**src/rtl/hpbp_pkg.sv**
```systemverilog
// Shared types and constants for the HTTP request byte parser.
// No dependencies; imported by the core, the number parser, the checker and the bench.
`timescale 1ns / 1ps

package hpbp_pkg;

  typedef enum logic [3:0] {
    PH_METHOD   = 4'd0,
    PH_PATH     = 4'd1,
    PH_VERSION  = 4'd2,
    PH_FIRST_LF = 4'd3,
    PH_NAME     = 4'd4,
    PH_VALUE    = 4'd5,
    PH_HDR_LF   = 4'd6,
    PH_LAST_LF  = 4'd7,
    PH_BODY     = 4'd8,
    PH_END      = 4'd9
  } hpbp_phase_t;

  typedef enum logic [1:0] {
    NP_WS     = 2'd0,
    NP_SIGN   = 2'd1,
    NP_DIGITS = 2'd2,
    NP_STOP   = 2'd3
  } hpbp_num_phase_t;

  typedef enum logic [2:0] {
    CLS_METHOD  = 3'd0,
    CLS_PATH    = 3'd1,
    CLS_VERSION = 3'd2,
    CLS_NAME    = 3'd3,
    CLS_VALUE   = 3'd4,
    CLS_DELIM   = 3'd5,
    CLS_BODY    = 3'd6,
    CLS_IGNORED = 3'd7
  } hpbp_cls_t;

  // Control from the header sequencer to the length number parser.
  typedef struct packed {
    logic       clear;
    logic       feed;
    logic [7:0] data;
  } hpbp_num_ctl_t;

  localparam logic [7:0] CH_SP    = 8'h20;
  localparam logic [7:0] CH_TAB   = 8'h09;
  localparam logic [7:0] CH_LF    = 8'h0A;
  localparam logic [7:0] CH_VT    = 8'h0B;
  localparam logic [7:0] CH_FF    = 8'h0C;
  localparam logic [7:0] CH_CR    = 8'h0D;
  localparam logic [7:0] CH_COLON = 8'h3A;
  localparam logic [7:0] CH_PLUS  = 8'h2B;
  localparam logic [7:0] CH_MINUS = 8'h2D;
  localparam logic [7:0] CH_ZERO  = 8'h30;
  localparam logic [7:0] CH_NINE  = 8'h39;

  localparam logic [3:0] KEY_LEN = 4'd14;

  // "Content-Length", one character per match position
  function automatic logic [7:0] key_char(input logic [3:0] pos);
    logic [7:0] ch;
    case (pos)
      4'd0:    ch = 8'h43;  // C
      4'd1:    ch = 8'h6F;  // o
      4'd2:    ch = 8'h6E;  // n
      4'd3:    ch = 8'h74;  // t
      4'd4:    ch = 8'h65;  // e
      4'd5:    ch = 8'h6E;  // n
      4'd6:    ch = 8'h74;  // t
      4'd7:    ch = 8'h2D;  // -
      4'd8:    ch = 8'h4C;  // L
      4'd9:    ch = 8'h65;  // e
      4'd10:   ch = 8'h6E;  // n
      4'd11:   ch = 8'h67;  // g
      4'd12:   ch = 8'h74;  // t
      4'd13:   ch = 8'h68;  // h
      default: ch = 8'h00;
    endcase
    return ch;
  endfunction

endpackage

```
**src/rtl/hpbp_ifs.sv**
```systemverilog
// Valid/ready channel interfaces for the HTTP request byte parser.
// Depends on nothing; the result channel width follows LENGTH_BITS.
`timescale 1ns / 1ps

interface hpbp_in_if;
  logic       valid;
  logic       ready;
  logic [7:0] in_byte;

  modport source (output valid, output in_byte, input ready);
  modport sink   (input valid, input in_byte, output ready);
endinterface

interface hpbp_out_if #(
  parameter int LENGTH_BITS = 32
);
  logic                   valid;
  logic                   ready;
  logic [7:0]             byte_out;
  logic [2:0]             byte_class;
  logic                   header_line_done;
  logic                   headers_done;
  logic                   has_length;
  logic [LENGTH_BITS-1:0] length_value;
  logic                   length_error;
  logic [LENGTH_BITS-1:0] body_left;
  logic                   request_end;

  modport source (
    output valid, output byte_out, output byte_class, output header_line_done,
    output headers_done, output has_length, output length_value,
    output length_error, output body_left, output request_end,
    input ready
  );
  modport sink (
    input valid, input byte_out, input byte_class, input header_line_done,
    input headers_done, input has_length, input length_value,
    input length_error, input body_left, input request_end,
    output ready
  );
endinterface

```
**src/rtl/http_request_byte_parser_core.sv**
```systemverilog
// HTTP request byte parser: classifies request bytes, tracks Content-Length
// and counts the body. Depends on hpbp_pkg, hpbp_ifs and hpbp_num.
//
// Usage:
//   in_ch carries one raw request byte per transfer (valid/ready). out_ch
//   returns one result per input byte: the byte itself, its class, line and
//   header-block end flags, the current Content-Length state, the body bytes
//   still expected and an end-of-request flag.
// Datapath:
//   A byte is held in the input register and evaluated on its way into the
//   output register, which presents its result. One byte per clock is
//   sustained while out_ch is ready; per-byte work is a small state update
//   plus one shift-add.
// Stalls:
//   While out_ch is held, the input register still takes one more byte;
//   in_ch.ready drops only when both registers are full.
// Reset:
//   rst_n (synchronous) returns the parser to the method field of a new
//   request with no length seen and empties both registers. After a request
//   completes, all further bytes are tagged ignored until reset.
`timescale 1ns / 1ps

module http_request_byte_parser_core #(
  parameter int LENGTH_BITS = 32
) (
  input  logic      clk,
  input  logic      rst_n,
  hpbp_in_if.sink   in_ch,
  hpbp_out_if.source out_ch
);
  import hpbp_pkg::*;

  // input register
  logic       in_valid_r;
  logic [7:0] in_byte_r;
  logic       advance;
  logic [7:0] c;

  // parser state
  hpbp_phase_t            phase_r, phase_nxt;
  logic                   name_empty_r, name_empty_nxt;
  logic [3:0]             key_pos_r, key_pos_nxt;
  logic                   key_mis_r, key_mis_nxt;
  logic                   len_seen_r, len_seen_nxt;
  logic [LENGTH_BITS-1:0] len_stored_r, len_stored_nxt;
  logic                   len_bad_r, len_bad_nxt;
  logic [LENGTH_BITS-1:0] body_r, body_nxt;

  // per-byte decisions
  hpbp_cls_t              cls;
  logic                   line_done;
  logic                   hdr_done;
  logic                   req_end;
  logic                   name_byte;
  logic                   hdr_start;
  logic                   commit;
  logic [LENGTH_BITS-1:0] body_load;
  logic [LENGTH_BITS-1:0] body_dec;

  hpbp_num_ctl_t          num_ctl;
  logic [LENGTH_BITS-1:0] num_value;
  logic                   num_bad;
  logic                   num_neg;
  logic                   num_seen;

  // output register
  logic       out_valid_r;
  logic [7:0] out_byte_r;
  hpbp_cls_t  out_cls_r;
  logic       out_line_r;
  logic       out_hdr_r;
  logic       out_end_r;

  assign advance     = in_valid_r && (!out_valid_r || out_ch.ready);
  assign in_ch.ready = !in_valid_r || advance;
  assign c           = in_byte_r;

  assign body_load = len_seen_r ? len_stored_r : '0;
  assign body_dec  = (body_r != '0) ? body_r - LENGTH_BITS'(1) : body_r;

  // byte class and strobes
  always_comb begin
    cls       = CLS_IGNORED;
    line_done = 1'b0;
    hdr_done  = 1'b0;
    req_end   = 1'b0;
    name_byte = 1'b0;
    hdr_start = 1'b0;
    commit    = 1'b0;
    unique case (phase_r)
      PH_METHOD:  cls = (c == CH_SP) ? CLS_DELIM : CLS_METHOD;
      PH_PATH:    cls = (c == CH_SP) ? CLS_DELIM : CLS_PATH;
      PH_VERSION: cls = (c == CH_CR) ? CLS_DELIM : CLS_VERSION;
      PH_FIRST_LF: begin
        if (c == CH_LF) begin
          cls       = CLS_DELIM;
          hdr_start = 1'b1;
        end
      end
      PH_NAME: begin
        if ((name_empty_r && c == CH_CR) || c == CH_COLON) begin
          cls = CLS_DELIM;
        end else begin
          cls       = CLS_NAME;
          name_byte = 1'b1;
        end
      end
      PH_VALUE:   cls = (c == CH_CR) ? CLS_DELIM : CLS_VALUE;
      PH_HDR_LF: begin
        if (c == CH_LF) begin
          cls       = CLS_DELIM;
          line_done = 1'b1;
          commit    = 1'b1;
          hdr_start = 1'b1;
        end
      end
      PH_LAST_LF: begin
        if (c == CH_LF) begin
          cls      = CLS_DELIM;
          hdr_done = 1'b1;
          req_end  = (body_load == '0);
        end
      end
      PH_BODY: begin
        cls     = CLS_BODY;
        req_end = (body_dec == '0);
      end
      default: cls = CLS_IGNORED;
    endcase
  end

  // next state
  always_comb begin
    phase_nxt      = phase_r;
    name_empty_nxt = name_empty_r;
    key_pos_nxt    = key_pos_r;
    key_mis_nxt    = key_mis_r;
    len_seen_nxt   = len_seen_r;
    len_stored_nxt = len_stored_r;
    len_bad_nxt    = len_bad_r;
    body_nxt       = body_r;
    unique case (phase_r)
      PH_METHOD:   if (c == CH_SP) phase_nxt = PH_PATH;
      PH_PATH:     if (c == CH_SP) phase_nxt = PH_VERSION;
      PH_VERSION:  if (c == CH_CR) phase_nxt = PH_FIRST_LF;
      PH_FIRST_LF: if (c == CH_LF) phase_nxt = PH_NAME;
      PH_NAME: begin
        if (name_empty_r && c == CH_CR) begin
          phase_nxt = PH_LAST_LF;
        end else if (c == CH_COLON) begin
          phase_nxt = PH_VALUE;
        end else begin
          name_empty_nxt = 1'b0;
        end
      end
      PH_VALUE:    if (c == CH_CR) phase_nxt = PH_HDR_LF;
      PH_HDR_LF:   if (c == CH_LF) phase_nxt = PH_NAME;
      PH_LAST_LF: begin
        if (c == CH_LF) begin
          body_nxt  = body_load;
          phase_nxt = (body_load == '0) ? PH_END : PH_BODY;
        end
      end
      PH_BODY: begin
        body_nxt = body_dec;
        if (body_dec == '0) phase_nxt = PH_END;
      end
      default: phase_nxt = PH_END;
    endcase

    // exact, case-sensitive match against the key while the name arrives
    if (name_byte) begin
      if (key_mis_r || key_pos_r >= KEY_LEN || key_char(key_pos_r) != c) begin
        key_mis_nxt = 1'b1;
      end else begin
        key_pos_nxt = key_pos_r + 4'd1;
      end
    end

    // last matching header wins
    if (commit && !key_mis_r && key_pos_r == KEY_LEN) begin
      len_seen_nxt = 1'b1;
      if (!num_seen || (num_neg && (num_value != '0 || num_bad))) begin
        len_stored_nxt = '0;
        len_bad_nxt    = 1'b1;
      end else begin
        len_stored_nxt = num_value;
        len_bad_nxt    = num_bad;
      end
    end

    if (hdr_start) begin
      name_empty_nxt = 1'b1;
      key_pos_nxt    = '0;
      key_mis_nxt    = 1'b0;
    end
  end

  assign num_ctl.clear = advance && hdr_start;
  assign num_ctl.feed  = advance && phase_r == PH_VALUE && c != CH_CR;
  assign num_ctl.data  = c;

  hpbp_num #(
    .LENGTH_BITS(LENGTH_BITS)
  ) u_num (
    .clk       (clk),
    .rst_n     (rst_n),
    .ctl       (num_ctl),
    .value     (num_value),
    .bad       (num_bad),
    .neg       (num_neg),
    .seen_digit(num_seen)
  );

  always_ff @(posedge clk) begin
    if (!rst_n) begin
      in_valid_r   <= 1'b0;
      out_valid_r  <= 1'b0;
      phase_r      <= PH_METHOD;
      name_empty_r <= 1'b1;
      key_pos_r    <= '0;
      key_mis_r    <= 1'b0;
      len_seen_r   <= 1'b0;
      len_stored_r <= '0;
      len_bad_r    <= 1'b0;
      body_r       <= '0;
    end else begin
      if (in_ch.valid && in_ch.ready) begin
        in_valid_r <= 1'b1;
      end else if (advance) begin
        in_valid_r <= 1'b0;
      end
      if (advance) begin
        out_valid_r  <= 1'b1;
        phase_r      <= phase_nxt;
        name_empty_r <= name_empty_nxt;
        key_pos_r    <= key_pos_nxt;
        key_mis_r    <= key_mis_nxt;
        len_seen_r   <= len_seen_nxt;
        len_stored_r <= len_stored_nxt;
        len_bad_r    <= len_bad_nxt;
        body_r       <= body_nxt;
      end else if (out_ch.ready) begin
        out_valid_r <= 1'b0;
      end
    end
  end

  always_ff @(posedge clk) begin
    if (in_ch.valid && in_ch.ready) begin
      in_byte_r <= in_ch.in_byte;
    end
    if (advance) begin
      out_byte_r <= c;
      out_cls_r  <= cls;
      out_line_r <= line_done;
      out_hdr_r  <= hdr_done;
      out_end_r  <= req_end;
    end
  end

  // length and body state only change together with the output register
  assign out_ch.valid            = out_valid_r;
  assign out_ch.byte_out         = out_byte_r;
  assign out_ch.byte_class       = out_cls_r;
  assign out_ch.header_line_done = out_line_r;
  assign out_ch.headers_done     = out_hdr_r;
  assign out_ch.has_length       = len_seen_r;
  assign out_ch.length_value     = len_stored_r;
  assign out_ch.length_error     = len_bad_r;
  assign out_ch.body_left        = body_r;
  assign out_ch.request_end      = out_end_r;

endmodule

```
**src/rtl/hpbp_num.sv**
```systemverilog
// Decimal parser for a header value: whitespace, sign, digits, saturation.
// Depends on hpbp_pkg.
`timescale 1ns / 1ps

module hpbp_num #(
  parameter int LENGTH_BITS = 32
) (
  input  logic                   clk,
  input  logic                   rst_n,
  input  hpbp_pkg::hpbp_num_ctl_t ctl,
  output logic [LENGTH_BITS-1:0] value,
  output logic                   bad,
  output logic                   neg,
  output logic                   seen_digit
);
  import hpbp_pkg::*;

  localparam int PW = LENGTH_BITS + 4;
  localparam logic [LENGTH_BITS-1:0] LEN_MAX = {LENGTH_BITS{1'b1}};

  hpbp_num_phase_t        np_r, np_nxt;
  logic [LENGTH_BITS-1:0] acc_r, acc_nxt;
  logic                   bad_r, bad_nxt;
  logic                   neg_r, neg_nxt;
  logic                   seen_r, seen_nxt;

  logic          is_ws;
  logic          is_dig;
  logic [PW-1:0] acc_ext;
  logic [PW-1:0] prod;
  logic          ovf;

  assign is_ws  = (ctl.data == CH_SP) || (ctl.data == CH_TAB) || (ctl.data == CH_LF) ||
                  (ctl.data == CH_VT) || (ctl.data == CH_FF);
  assign is_dig = (ctl.data >= CH_ZERO) && (ctl.data <= CH_NINE);

  // acc*10 + d; anything above the low LENGTH_BITS is an overflow
  assign acc_ext = {4'b0000, acc_r};
  assign prod    = (acc_ext << 3) + (acc_ext << 1) + PW'(ctl.data - CH_ZERO);
  assign ovf     = |prod[PW-1:LENGTH_BITS];

  always_comb begin
    np_nxt   = np_r;
    acc_nxt  = acc_r;
    bad_nxt  = bad_r;
    neg_nxt  = neg_r;
    seen_nxt = seen_r;
    if (ctl.clear) begin
      np_nxt   = NP_WS;
      acc_nxt  = '0;
      bad_nxt  = 1'b0;
      neg_nxt  = 1'b0;
      seen_nxt = 1'b0;
    end else if (ctl.feed && np_r != NP_STOP) begin
      if (np_r == NP_WS && is_ws) begin
        np_nxt = NP_WS;
      end else if (np_r == NP_WS && (ctl.data == CH_PLUS || ctl.data == CH_MINUS)) begin
        neg_nxt = (ctl.data == CH_MINUS);
        np_nxt  = NP_SIGN;
      end else if (!is_dig) begin
        np_nxt = NP_STOP;
      end else begin
        np_nxt   = NP_DIGITS;
        seen_nxt = 1'b1;
        if (ovf) begin
          acc_nxt = LEN_MAX;
          bad_nxt = 1'b1;
        end else begin
          acc_nxt = prod[LENGTH_BITS-1:0];
        end
      end
    end
  end

  always_ff @(posedge clk) begin
    if (!rst_n) begin
      np_r   <= NP_WS;
      acc_r  <= '0;
      bad_r  <= 1'b0;
      neg_r  <= 1'b0;
      seen_r <= 1'b0;
    end else begin
      np_r   <= np_nxt;
      acc_r  <= acc_nxt;
      bad_r  <= bad_nxt;
      neg_r  <= neg_nxt;
      seen_r <= seen_nxt;
    end
  end

  assign value      = acc_r;
  assign bad        = bad_r;
  assign neg        = neg_r;
  assign seen_digit = seen_r;

endmodule

```
**src/flat_wrapper.sv**
```systemverilog
// flat-port wrapper written by rule: the top's interface ports become plain ports
module http_request_byte_parser_core_flat import hpbp_pkg::*;
#(
  parameter int LENGTH_BITS = 32
)
  (clk, rst_n, in_ch_valid, in_ch_in_byte, in_ch_ready, out_ch_valid, out_ch_byte_out, out_ch_byte_class, out_ch_header_line_done, out_ch_headers_done, out_ch_has_length, out_ch_length_value, out_ch_length_error, out_ch_body_left, out_ch_request_end, out_ch_ready);
  hpbp_in_if in_ch_i ();
  hpbp_out_if #(.LENGTH_BITS(LENGTH_BITS)) out_ch_i ();
  input  logic clk;
  input  logic rst_n;
  input wire logic [$bits(in_ch_i.valid)-1:0] in_ch_valid;
  input wire logic [$bits(in_ch_i.in_byte)-1:0] in_ch_in_byte;
  output wire logic [$bits(in_ch_i.ready)-1:0] in_ch_ready;
  output wire logic [$bits(out_ch_i.valid)-1:0] out_ch_valid;
  output wire logic [$bits(out_ch_i.byte_out)-1:0] out_ch_byte_out;
  output wire logic [$bits(out_ch_i.byte_class)-1:0] out_ch_byte_class;
  output wire logic [$bits(out_ch_i.header_line_done)-1:0] out_ch_header_line_done;
  output wire logic [$bits(out_ch_i.headers_done)-1:0] out_ch_headers_done;
  output wire logic [$bits(out_ch_i.has_length)-1:0] out_ch_has_length;
  output wire logic [$bits(out_ch_i.length_value)-1:0] out_ch_length_value;
  output wire logic [$bits(out_ch_i.length_error)-1:0] out_ch_length_error;
  output wire logic [$bits(out_ch_i.body_left)-1:0] out_ch_body_left;
  output wire logic [$bits(out_ch_i.request_end)-1:0] out_ch_request_end;
  input wire logic [$bits(out_ch_i.ready)-1:0] out_ch_ready;
  assign in_ch_i.valid = in_ch_valid;
  assign in_ch_i.in_byte = in_ch_in_byte;
  assign in_ch_ready = in_ch_i.ready;
  assign out_ch_valid = out_ch_i.valid;
  assign out_ch_byte_out = out_ch_i.byte_out;
  assign out_ch_byte_class = out_ch_i.byte_class;
  assign out_ch_header_line_done = out_ch_i.header_line_done;
  assign out_ch_headers_done = out_ch_i.headers_done;
  assign out_ch_has_length = out_ch_i.has_length;
  assign out_ch_length_value = out_ch_i.length_value;
  assign out_ch_length_error = out_ch_i.length_error;
  assign out_ch_body_left = out_ch_i.body_left;
  assign out_ch_request_end = out_ch_i.request_end;
  assign out_ch_i.ready = out_ch_ready;
  http_request_byte_parser_core #(.LENGTH_BITS(LENGTH_BITS)) u_core (.clk(clk), .rst_n(rst_n), .in_ch(in_ch_i), .out_ch(out_ch_i));
endmodule
```
**config.mk**
```make
export PLATFORM = sky130hd
export DESIGN_NAME = http_request_byte_parser_core_flat
export DESIGN_NICKNAME = d
export VERILOG_FILES = /design/src/rtl/hpbp_pkg.sv /design/src/rtl/hpbp_ifs.sv /design/src/rtl/http_request_byte_parser_core.sv /design/src/rtl/hpbp_num.sv /design/src/flat_wrapper.sv
export SDC_FILE = /design/constraint.sdc
export NUM_CORES = 1
export LEC_CHECK = 0
export ABC_AREA = 1
export BUFFER_PORTS_ARGS = -buffer_cell sky130_fd_sc_hd__buf_2
export CORE_MARGIN = 4
export CORE_UTILIZATION = 58
export DETAILED_ROUTE_END_ITERATION = 6
export MAX_ROUTING_LAYER = met4
export PLACE_DENSITY = 0.78
export SYNTH_ARGS = -nofsm -noshare
export SYNTH_HDL_FRONTEND = slang
export SYNTH_HIERARCHICAL = 1
export SYNTH_SLANG_ARGS = --single-unit
export TNS_END_PERCENT = 30
```
**constraint.sdc**
```tcl
create_clock -name clk -period 5.4 [get_ports clk]
set_clock_uncertainty 0.05 [all_clocks]
set_input_delay 1.35 -clock clk [delete_from_list [all_inputs] [get_ports clk]]
set_output_delay 1.35 -clock clk [all_outputs]
set_load 0.01 [all_outputs]
```
# Word-level counts from Yosys, hierarchy flattened
# Memories as Yosys holds them, arrays and structs flattened. A register that Yosys moved wholly into a read port is not among the register bits.
# Index checks and enable logic that the tools add are counted.
totals:
  regBits: 137
  latch_bits: 0
  ramBits: 0
  mem_bits_ro: 112
  input_bits: 12
  out_inout_bits: 82
  mem_count: 1
mem_list:
  columns: ["name", "words", "word_bits", "read_ports", "rd_clocked_by_memory_dff", "wr", "line_no", "rtl"]
  rows:
  - ["(no name shown)", 16, 7, 1, 1, 0, "hpbp_pkg.sv:62", "case (pos)"]
classes:
  n_addsub: 5
  multipliers: 0
  n_div: 0
  magnitude_cmp: 3
  eq_ne: 32
  shifts: 0
  muxes: 52
  n_bitwise: 3
  n_reduce_logical: 54
ops:
  columns: ["op", "count"]
  rows:
  - ["two-way mux 32 bit", 5]
  - ["logical NOT 32 bit", 2]
  - ["one-hot mux 32 bit (2 select lines)", 1]
  - ["nonzero test 32 bit", 2]
  - ["two-way mux 4 bit", 14]
  - ["equality test 8 x 4 -> 1 bit, second input constant", 5]
  - ["adder 35 x 33 -> 36 bit", 1]
  - ["adder 36 bit", 1]
  - ["equality test 8 x 6 -> 1 bit, second input constant", 4]
  - ["one-hot mux 4 bit (8 select lines)", 1]
  - ["subtractor 32 x 1 -> 32 bit, second input constant", 1]
  - ["two-way mux 1 bit", 21]
  - ["one-hot mux 3 bit (7 select lines)", 1]
  - ["inequality test 2 x 1 -> 1 bit, second input constant", 10]
  - ["equality test 4 x 3 -> 1 bit, second input constant", 4]
  - ["logical AND 1 bit", 13]
  - ["logical OR 1 bit", 12]
  - ["two-way mux 3 bit", 4]
  - ["AND reduction 3 bit", 4]
  - ["nonzero test 2 bit", 6]
  - ["AND reduction 9 bit", 1]
  - ["subtractor 8 x 6 -> 9 bit, second input constant", 1]
  - ["equality test 4 x 2 -> 1 bit, second input constant", 2]
  - ["equality test 4 bit, second input constant", 2]
  - ["22 further kinds", 31]

# Depth between registers and ports, before layout
# Gate-level depths: netlist of the first run.
depth:
  word_depth: 13
  ltp_mapped: 23

# Cells and area by module
# Netlist of the first run, hierarchy kept.
modules_own_cells:
  columns: ["mod", "n_inst", "cells_each", "area_per_inst_um2", "seq_area_each_um2"]
  rows:
  - ["http_request_byte_parser_core", 1, 983, 6411.1, 2362.3]
  - ["hpbp_num", 1, 708, 4586.9, 740.7]

# Least setup slack after synthesis of the first run
# No wires, ideal clock.
synth_path:
  path_type: "register -> register"
  startpoint: "reg u_core.in_byte_r[6], in the netlist u_core/c[6]"
  endpoint: "reg u_core.u_num.acc_r[0], in the netlist u_core/u_num/value[0]"
  t_arrival_ns: 4.511
  slack_ns: 0.730
  stages_incl_launch_ff: 21
  path_buffers: 1
  cell_sequence: "edfxtp_1 nor2_1 inv_1 nor2_1 inv_1 fa_1 inv_1 ha_1 a21oi_1 nand2_1 nand2_1 nand2_1 a21oi_1 nand3_1 nand2_1 nand3_2 nor2_4 buf_6 nand3_2 nand2_1 inv_1"
synth_between:
  elab_chain_cells: 8
  word_cells_on_any_way: 31
  cone_classes: "add/sub (2); order compare (2); eq/ne (8); mux (3); bitwise (2); reduce/logical (14)"
synth_rtl:
  columns: ["item", "line_no", "rtl"]
  rows:
  - ["start: declaration", "http_request_byte_parser_core.sv:35", "logic [7:0] in_byte_r;"]
  - ["start signal: assignment", "http_request_byte_parser_core.sv:251", "in_byte_r <= in_ch.in_byte;"]
  - ["branches (longest 8 deep; another with adder 36 bit)", null, null]
  - ["end signal: assignment", "hpbp_num.sv:84", "acc_r <= acc_nxt;"]
  - ["end: declaration", "hpbp_num.sv:22", "logic [LENGTH_BITS-1:0] acc_r, acc_nxt;"]
# Several ways; the timed one is not identified.
# A chain may end at the register's enable or synchronous reset.

# Worst setup path in the final report of the first run
layout_path:
  startpoint: "reg u_core.in_byte_r[6], in the netlist u_core/c[6]"
  endpoint: "reg u_core.u_num.acc_r[29], in the netlist u_core/u_num/value[29]"
# Same word-level chain as after synthesis.

==> flow_metrics.py, run 1 <==
metrics = {
    "worst_setup_path": {
        "r2r_cells": 20,
        "rr_endpoint": "u_core/u_num/value[29]$_SDFFE_PP0P_",
        "crit_path_end_kind": "register",
        "cp-start-kind": "register",
        "arrival_ns": 4.72,
        "path_max_fanout": 32,
        "r2r-start": "u_core/c[6]$_DFFE_PP_",
        "reg2reg_setup_slack_ns": 0.95,
        "crit_type": "reg -> reg",
        "critPathRequiredTime_ns": 5.67,
    },
    "power": {
        "p_switching_mw": 0.6196,
        "ir_drop_v": 0.0001509,
        "powerDensity_nw_per_um2": 200.4,
        "combinationalPowerShare_pct": 5.6,
        "netSwitchingFraction_pct": 25.32,
        "internal_power_mw": 1.827,
        "seq_power_share_pct": 45.2,
        "power_mw": 2.447,
        "total_leakage_power_nw": 6.500,
        "clock_power_share_pct": 49.1,
    },
    "sta": {
        "period_needed_ns": 4.446,
        "hold_viol": 0,
        "tns_ns": 0,
        "fmax_mhz": 224.9,
        "max_slew_margin_pct": 38.07,
        "worst_pin_slew_ns": 0.9205,
        "timing.final.crit_share_pct": 82.34,
        "setup_viol": 0,
        "final_max_slew_viol_count": 0,
        "rsz0062_at_grt": "false",
    },
    "floorplan": {
        "coreArea_sq_um": 18710,
        "dieWidth_microns": 145.7,
        "rows": 50,
        "initial_core_util_pct": 58.80,
        "top_level_ports": 94,
        "dieArea_sq_um": 21230,
        "die_height_microns": 145.7,
    },
    "logic_synthesis": {
        "synth_area_sq_um": 11000,
        "ys_types": 49,
        "yosys_register_bits": 144,
        "synth_edf_count": 22,
        "yosysSeqAreaShare_pct": 28.21,
        "syn-num-nets": 1783,
        "ys_warn_count": 6,
        "synth_cells": 1691,
        "synth.avg_cell_area_sq_um": 6.504,
        "async_flop_share_pct": 0,
        "ys.flop_type": "dfxtp_1",
    },
    "final_layout": {
        "antenna_cells": 0,
        "regArea_sq_um": 3103,
        "drive_gt1_share_pct": 10.10,
        "num-fill-cells": 1720,
        "nNetsFinal": 1852,
        "multi_input_area_sq_um": 6863,
        "fin_area_sq_um": 12210,
        "area_growth_pct": 11.04,
    },
    "cts": {
        "clock-sinks": 144,
        "postCtsSetupBuffers": 0,
        "clkTransAtPathRegs_ns": 0.07,
        "insertion_delay_ns": 0.43,
        "cts_tree": "built",
        "clock-root-buffer": "clkbuf_16",
        "htreeDepth": 4,
        "post_cts_resized": 0,
        "clock_path_buffers": 2,
        "hold_buffers": 0,
        "numCtsBuffers": 17,
    },
    "global_route": {
        "antenna_found_initial": 0,
        "grt_pass1_vias": 10230,
        "grt_max_degree": 77,
        "grt_pass1_wl_mm": 50.96,
        "grtUsageTotal_pct": 29.86,
        "grt-ovfl-total": 0,
    },
    "routing": {
        "drt_pre_antenna_iters": 7,
        "ant_nets": 0,
        "finalWirelength_mm": 31.32,
        "wl_per_cell_microns": 15.60,
        "first_iter_violations": 1048,
        "routed-via-count": 11300,
        "vias_per_cell": 5.628,
        "route.detailed.drc": 1,
    },
    "worst_hold_path": {
        "holdCritStartpoint": "u_core/u_num/seen_digit$_SDFFE_PP0P_",
        "hold_depth": 1,
        "hp-class": "reg -> reg",
        "hold_end": "u_core/u_num/seen_digit$_SDFFE_PP0P_",
    },
    "status": {
        "outcome": "complete, but fails checks",
        "violations": "design-rule violations",
    },
    "placed_design": {
        "gp_congestion": 0.9897,
        "dp_hpwl_mm": 24.40,
        "place.port_buffers": 93,
        "dpl_cell_area_sq_um": 11600,
    },
    "run": {
        "drv_cap": 0,
    },
}
-- worst max path at each step --
| stage | slack, ns | startpoint | end |
|---|---|---|---|
| 5_1_grt | 0.53 | u_core/c[6]$_DFFE_PP_ | u_core/u_num/value[29]$_SDFFE_PP0P_ |
| 4_1_cts | 1.03 | u_core/c[6]$_DFFE_PP_ | u_core/u_num/value[28]$_SDFFE_PP0P_ |
| 2_1_floorplan | 0.73 | u_core/c[6]$_DFFE_PP_ | u_core/u_num/value[0]$_SDFFE_PP0P_ |
| 3_5_place_dp | 1.09 | u_core/c[6]$_DFFE_PP_ | u_core/u_num/value[28]$_SDFFE_PP0P_ |
| 6_report | 0.95 | u_core/c[6]$_DFFE_PP_ | u_core/u_num/value[29]$_SDFFE_PP0P_ |
| 3_3_place_gp | 1.20 | u_core/c[6]$_DFFE_PP_ | u_core/u_num/value[29]$_SDFFE_PP0P_ |
-- synth_stat cells, drive strengths merged (4+ instances only) --
library cell	count	share of area, %
nand2	489	17
inv	216	7.4
nor2	195	7.4
o21ai	135	6.1
a21oi	123	5.6
dfxtp	122	22
nand3	92	4.3
ha	49	5.6
clkbuf	37	1.3
a31oi	35	2.0
fa	31	5.6
nor4	24	1.4
edfxtp	22	6.0
xor2	22	1.8
nand4	20	1.1
buf	15	0.88
nor3	15	0.92
nand3b	12	0.82
xnor2	10	0.80
or2	5	0.28
and2	4	0.23
-- cells in the final DEF, fill, tap and decap left out, types with 5 or more instances in the layout --
cell type,n
nand2_1,474
inv_1,210
nor2_1,184
o21ai_0,124
a21oi_1,122
dfxtp_1,122
buf_2,93
nand3_1,89
ha_1,49
a31oi_1,35
fa_1,31
nor4_1,24
xor2_1,22
edfxtp_1,22
nand4_1,20
clkbuf_16,18
nand2_2,14
nand3b_1,12
nor3_1,11
o21ai_1,11
xnor2_1,10
buf_4,9
inv_2,6
inv_6,5
nor2_4,5
-- state kept, by name (all words and copies together) (netlist names), 3 cells and up, named ones only --
signal,count
u_core/c,8
u_core/key_pos_r,4
u_core/out_ch.body_left,32
u_core/out_ch.byte_class,3
u_core/out_ch.byte_out,8
u_core/out_ch.length_value,32
u_core/phase_r,4
u_core/u_num/value,32
-- layout make-up --
cell class / instances / share of cell area (%)
Clock buffer: 18 / 3.689
Clock inverter: 14 / 1.301
Inverter: 216 / 6.639
Multi-Input combinational cell: 1279 / 56.20
Sequential cell: 144 / 25.41
Tap cell: 234 / 2.398
Timing Repair Buffer: 102 / 4.365
-- critical path, stage by stage, from the launching register on --
cell and delay [ns]:
edfxtp_1 0.47, nor2_1 0.32, inv_1 0.12, nor2_2 0.10
buf_4 0.38, inv_1 0.16, fa_1 0.51, inv_1 0.04
ha_1 0.35, a21oi_1 0.24, nand2_1 0.12, nand2_1 0.07
nand2_1 0.05, a21oi_1 0.17, nand3_1 0.10, nand2_1 0.09
nand3_2 0.10, nor2_4 0.61, nand3_1 0.14, nand2_1 0.10
inv_1 0.04
-- power by group through the flow --
stage | sequential, mW | combinational (mW) | clock [mW]
after detailed placement | 1.13 | 0.134 | 0
final | 1.11 | 0.137 | 1.20
after CTS | 1.11 | 0.136 | 1.21
after global placement | 1.13 | 0.132 | 0
after floorplan | 1.13 | 0.0966 | 0
after global routing | 1.11 | 0.153 | 1.26
-- metrics by stage --
step | setup WS [ns] | instances | utilization, % | hold WS, ns
6_report | 0.9535 | 2007 | 65.28 | 0.4153
5_1_grt | 0.5317 | 2007 | 65.28 | 0.4421
4_1_cts | 1.029 | 2007 | 65.28 | 0.4188
3_5_place_dp | 1.086 | 1975 | 62.03 | 0.4069
3_3_place_gp | 1.204 | 1975 | 62.03 | 0.3892
2_1_floorplan | 0.7304 | 1691 | - | 0.3792
-- routing by layer --
metal | wire, microns | vias to the layer above | track usage (%)
met5 | 0 | - | -
met1 | 14270 | 5172 | 40.57
met2 | 14080 | 409 | 45.45
li1 | - | 5648 | -
met4 | 983 | 0 | 10.59
met3 | 1979 | 66 | 4.640
-- kinds of logic (layout without fill, tap and decap cells) --
logic type	Yosys count	in the layout	synth area share, %
and+or+nand+nor	860	860	33.80
AOI/OAI and AO/OA	307	307	14.71
buffers and inverters	268	350	9.511
DFF	144	144	28.21
adders and majority gates	80	80	11.22
xor gates and xnor gates	32	32	2.548
Power figures use the tool's default switching activity.
==> inputs of run 2 (changes only) <==
- CORE_UTILIZATION: 58 -> 55
- PLACE_DENSITY: 0.78 -> 0.77
- clock period: 5.4 -> 3.6 ns (I/O delays scaled with it)
==> flow_metrics.py, run 2 (synthesis gave the netlist of run 1 again) <==
metrics = {
    "power": {
        "total_leakage_power_nw": 6.826,
        "ir_drop_v": 0.0002827,
        "power_mw": 3.729,
        "powerDensity_nw_per_um2": 279.5,
    },
    "global_route": {
        "grt-ovfl-total": 0,
        "grt_pass1_wl_mm": 51.10,
        "grtUsageTotal_pct": 29.28,
        "grt_max_degree": 68,
        "antenna_found_initial": 0,
        "grt_pass1_vias": 10050,
    },
    "worst_setup_path": {
        "crit_path_end_kind": "register",
        "critPathRequiredTime_ns": 3.90,
        "cp_top_family": "simple AND/OR/NAND/NOR gates",
        "arrival_ns": 3.93,
        "cpMostUsedCell": "nand2_1",
        "cp-start-kind": "register",
        "critPathBufInv": 5,
        "startpoint": "u_core/c[5]$_DFFE_PP_",
        "crit_type": "reg -> reg",
        "slowest_stage": "edfxtp_1",
        "path_cells": "ha_4 -> nor2_4 -> clkbuf_16 -> fa_1 -> ha_4 -> nand2_1 -> nor2_1 -> nand2_1 -> nand2_1 -> a21oi_2 -> nand2_1 -> nand2_1 -> nand2_1 -> inv_2 -> nand2_2 -> nor2_4 -> buf_12 -> buf_12 -> buf_12 -> a21oi_1",
        "r2r-start": "u_core/c[5]$_DFFE_PP_",
        "max_stage_delay_ns": 0.44,
        "path_max_fanout": 6,
    },
    "cts": {
        "numCtsBuffers": 17,
        "cts_tree": "built",
        "insertion_delay_ns": 0.43,
        "clock-sinks": 144,
        "htreeDepth": 4,
        "clkTransAtPathRegs_ns": 0.07,
        "hold_buffers": 0,
        "clock_path_buffers": 2,
        "clock-root-buffer": "clkbuf_16",
    },
    "final_layout": {
        "regArea_sq_um": 3103,
        "final_cell_mix": "nand2_1, inv_1, nor2_1",
        "multi_input_area_sq_um": 7491,
        "final_common_cell": "nand2_1",
        "area_growth_pct": 21.32,
        "num-fill-cells": 1699,
        "fin_util_pct": 68.11,
        "antenna_cells": 0,
        "drive_gt1_share_pct": 17.80,
        "final_cells": 2085,
        "nNetsFinal": 1899,
    },
    "floorplan": {
        "dieWidth_microns": 149.4,
        "dieArea_sq_um": 22320,
        "rows": 51,
        "coreArea_sq_um": 19590,
        "initial_core_util_pct": 56.14,
        "die_height_microns": 149.4,
        "top_level_ports": 94,
    },
    "sta": {
        "worst_pin_slew_ns": 1.010,
        "setup_viol": 6,
        "hold_viol": 0,
        "holdWs_ns": 0.4139,
        "max_slew_margin_pct": 32.08,
        "timing.final.crit_share_pct": 100.7,
        "rsz0062_at_grt": "true",
        "fmax_mhz": 275.8,
        "final_max_slew_viol_count": 0,
        "finalWorstSetupSlack_ns": -0.02635,
        "period_needed_ns": 3.626,
    },
    "status": {
        "outcome": "complete, but fails checks",
        "violations": "negative setup slack",
    },
    "routing": {
        "routed-via-count": 11790,
        "finalWirelength_mm": 35.11,
        "vias_per_cell": 5.652,
        "first_iter_violations": 1180,
        "drt_pre_antenna_iters": 6,
        "route.detailed.drc": 0,
        "wl_per_cell_microns": 16.84,
        "ant_nets": 0,
    },
    "worst_hold_path": {
        "hp-class": "reg -> reg",
        "holdCritStartpoint": "u_core/u_num/seen_digit$_SDFFE_PP0P_",
    },
    "placed_design": {
        "dp_hpwl_mm": 25.11,
        "dp_cells": 2025,
        "gp_congestion": 0.9964,
        "dp_slack_ns": 0.1385,
        "place.port_buffers": 93,
    },
    "run": {
        "drv_cap": 0,
    },
}
## run 2: changes by cell type in the layout (fill, tap and decap cells not counted), sizes merged
cell / before / now
buf: 102 / 146
clkinv: 2 / 5
inv: 225 / 226
clkinvlp: 2 / 0
bufinv: 1 / 0
clkbuf: 18 / 20
## run 2: per-layer routing
layer	vias to the layer above	wire length [microns]	GRT usage [%]
li1	5735	-	-
met2	575	16410	45.34
met1	5389	15040	40.94
met3	86	2704	3.271
met5	-	0	-
met4	0	959	8.238
## run 2: what timing repair did
item | CTS | global route
setup buffers | 0 | 24
setup endpoints to repair | 0 | 33
gates resized for setup | 0 | 119
## run 2: cell type report
class                   count  area share (%)
flip-flops and latches    144           23.26
well taps                 265           2.485
multi-input cells        1279           56.14
clock inverters            15           1.200
repair buffers            149           7.652
inverters                 216           6.077
clock buffers              17           3.188
## run 2: worst reg2reg max path, cell delays in order, from the launching register on
cell and delay, ns:
edfxtp_1 0.44, ha_4 0.21, nor2_4 0.26, clkbuf_16 0.23, fa_1 0.45, ha_4 0.34, nand2_1 0.10, nor2_1 0.30
nand2_1 0.14, nand2_1 0.12, a21oi_2 0.07, nand2_1 0.06, nand2_1 0.04, nand2_1 0.06, inv_2 0.03, nand2_2 0.07
nor2_4 0.05, buf_12 0.13, buf_12 0.13, buf_12 0.12, a21oi_1 0.14
## run 2: path summary, 6_finish.rpt
check                                               to  slack (ns)  depth (start not counted)
setup / recovery    u_core/u_num/value[8]$_SDFFE_PP0P_       -0.03                         20
hold / removal    u_core/u_num/seen_digit$_SDFFE_PP0P_        0.41                          1
setup reg to reg    u_core/u_num/value[8]$_SDFFE_PP0P_       -0.03                         20
hold reg to reg   u_core/u_num/seen_digit$_SDFFE_PP0P_        0.41                          1
## run 2: power by group
group	internal [mW]	switching [mW]	total (mW)	leakage [nW]
logic	0.149	0.194	0.343	5.34
registers	1.65	0.00820	1.65	1.19
clock network	0.930	0.802	1.73	0.290
total	2.72	1.00	3.73	6.83
## run 2: metrics by stage
stage / instance area (sq um) / setup TNS [ns]
5_1_grt: 13340 / -3.018
2_1_floorplan: 11010 / 0
6_report: 13340 / -0.07448
3_5_place_dp: 11820 / 0
4_1_cts: 12400 / 0
3_3_place_gp: 11820 / 0
==> inputs of run 3 (changes only) <==
- BUFFER_PORTS_ARGS: -buffer_cell sky130_fd_sc_hd__buf_2 -> -buffer_cell sky130_fd_sc_hd__buf_4
- CAP_MARGIN: default -> 20
==> flow_metrics.py, run 3 (synthesis gave the netlist of run 1 again) <==
metrics = {
    "placed_design": {
        "gp_congestion": 0.9690,
        "dp_hpwl_mm": 25.44,
        "place.port_buffers": 93,
        "dp_cells": 2028,
    },
    "cts": {
        "hold_buffers": 0,
        "numCtsBuffers": 17,
        "insertion_delay_ns": 0.43,
        "clkTransAtPathRegs_ns": 0.07,
        "clock-sinks": 144,
        "clock-root-buffer": "clkbuf_16",
        "cts_tree": "built",
        "clock_path_buffers": 2,
        "htreeDepth": 4,
    },
    "sta": {
        "timing.final.crit_share_pct": 98.62,
        "hold_viol": 0,
        "period_needed_ns": 3.550,
        "setup_viol": 0,
        "worst_pin_slew_ns": 0.9939,
        "rsz0062_at_grt": "true",
        "max_slew_margin_pct": 33.13,
        "fmax_mhz": 281.7,
        "final_max_slew_viol_count": 0,
    },
    "final_layout": {
        "final_common_cell": "nand2_1",
        "regArea_sq_um": 3103,
        "final_cell_mix": "nand2_1, inv_1, nor2_1",
        "multi_input_area_sq_um": 7355,
        "antenna_cells": 0,
        "num-fill-cells": 1692,
        "area_growth_pct": 22.58,
        "final_cells": 2090,
        "nNetsFinal": 1904,
        "drive_gt1_share_pct": 17.15,
    },
    "worst_setup_path": {
        "critPathBufInv": 4,
        "cp-start-kind": "register",
        "cp_top_family": "simple AND/OR/NAND/NOR gates",
        "crit_type": "reg -> reg",
        "reg2reg_setup_slack_ns": 0.05,
        "critPathRequiredTime_ns": 3.87,
        "max_stage_delay_ns": 0.45,
        "path_max_fanout": 7,
        "crit_path_end_kind": "register",
        "arrival_ns": 3.82,
        "slowest_stage": "edfxtp_1",
        "cpMostUsedCell": "nand2_1",
        "path_cells": "ha_4 -> nor2_4 -> buf_12 -> buf_4 -> fa_1 -> ha_4 -> nand2_1 -> nor2_1 -> nand3_1 -> nand2_2 -> nand2_2 -> nand2_2 -> nand2_2 -> nand2_1 -> nand2_1 -> nand2_1 -> nand3_2 -> nor2_4 -> buf_12 -> nand3b_1 -> nand2_1 -> inv_1",
    },
    "floorplan": {
        "initial_core_util_pct": 56.14,
        "rows": 51,
        "dieWidth_microns": 149.4,
        "top_level_ports": 94,
        "coreArea_sq_um": 19590,
        "dieArea_sq_um": 22320,
        "die_height_microns": 149.4,
    },
    "global_route": {
        "antenna_found_initial": 0,
        "grt_pass1_wl_mm": 52.12,
        "grt_pass1_vias": 10270,
        "grtUsageTotal_pct": 29.77,
        "grt_max_degree": 67,
        "grt-ovfl-total": 0,
    },
    "run": {
        "drv_cap": 0,
    },
    "routing": {
        "finalWirelength_mm": 35.12,
        "first_iter_violations": 1309,
        "ant_nets": 0,
        "route.detailed.drc": 0,
        "wl_per_cell_microns": 16.81,
        "vias_per_cell": 5.664,
        "drt_pre_antenna_iters": 5,
        "routed-via-count": 11840,
    },
    "power": {
        "powerDensity_nw_per_um2": 279.8,
        "total_leakage_power_nw": 6.815,
        "power_mw": 3.772,
        "ir_drop_v": 0.0002335,
    },
    "worst_hold_path": {
        "hp-class": "reg -> reg",
    },
    "status": {
        "outcome": "complete, no violations",
    },
}
==> run 3: cell types whose count changed in the layout (fill, tap and decap cells not counted), sizes merged <==
cell      change
bufinv        +1
clkinv        -2
buf           +5
clkinvlp      +1
==> run 3: final timing paths <==
check	startpoint	endpoint	cells past startpoint
worst min-delay path	u_core/u_num/seen_digit$_SDFFE_PP0P_	u_core/u_num/seen_digit$_SDFFE_PP0P_	1
worst min register to register	u_core/u_num/seen_digit$_SDFFE_PP0P_	u_core/u_num/seen_digit$_SDFFE_PP0P_	1
worst max register to register	u_core/c[4]$_DFFE_PP_	u_core/u_num/value[28]$_SDFFE_PP0P_	22
worst max-delay path	u_core/c[4]$_DFFE_PP_	u_core/u_num/value[28]$_SDFFE_PP0P_	22
==> run 3: layout make-up <==
class	instances	share of cell area, %
clock buffer	17	3.155
clock inverter	15	1.206
inverter	216	6.014
multi-input combinational	1279	54.55
sequential	144	23.02
tap	265	2.459
timing repair buffer	154	9.596
==> run 3: routing by layer <==
metal	track usage (%)	wire length (microns)
met1	41.45	14880
met2	45.05	16210
met3	4.512	2895
met4	9.108	1141
met5	-	0
==> run 3: where the power goes <==
group / switching [mW] / internal [mW]
Clock: 0.787 / 0.988
Combinational: 0.189 / 0.152
Sequential: 0.00866 / 1.65
==> run 3: repair_timing <==
item                       in CTS  in global routing
setup endpoints to repair       0                 33
resized for setup               0                 98
setup buffers                   0                 25
==> run 3: through the flow <==
stage	instance area (sq um)	hold WS, ns	setup slack, ns	TNS (ns)	util (%)
2_1_floorplan	11010	0.3792	0.007946	0	-
3_3_place_gp	12070	0.3918	0.2040	0	61.63
3_5_place_dp	12070	0.3984	0.1569	0	61.63
4_1_cts	12660	0.4130	0.1224	0	64.64
5_1_grt	13480	0.4494	-0.1071	-2.110	68.82
6_report	13480	0.4188	0.04967	0	68.82
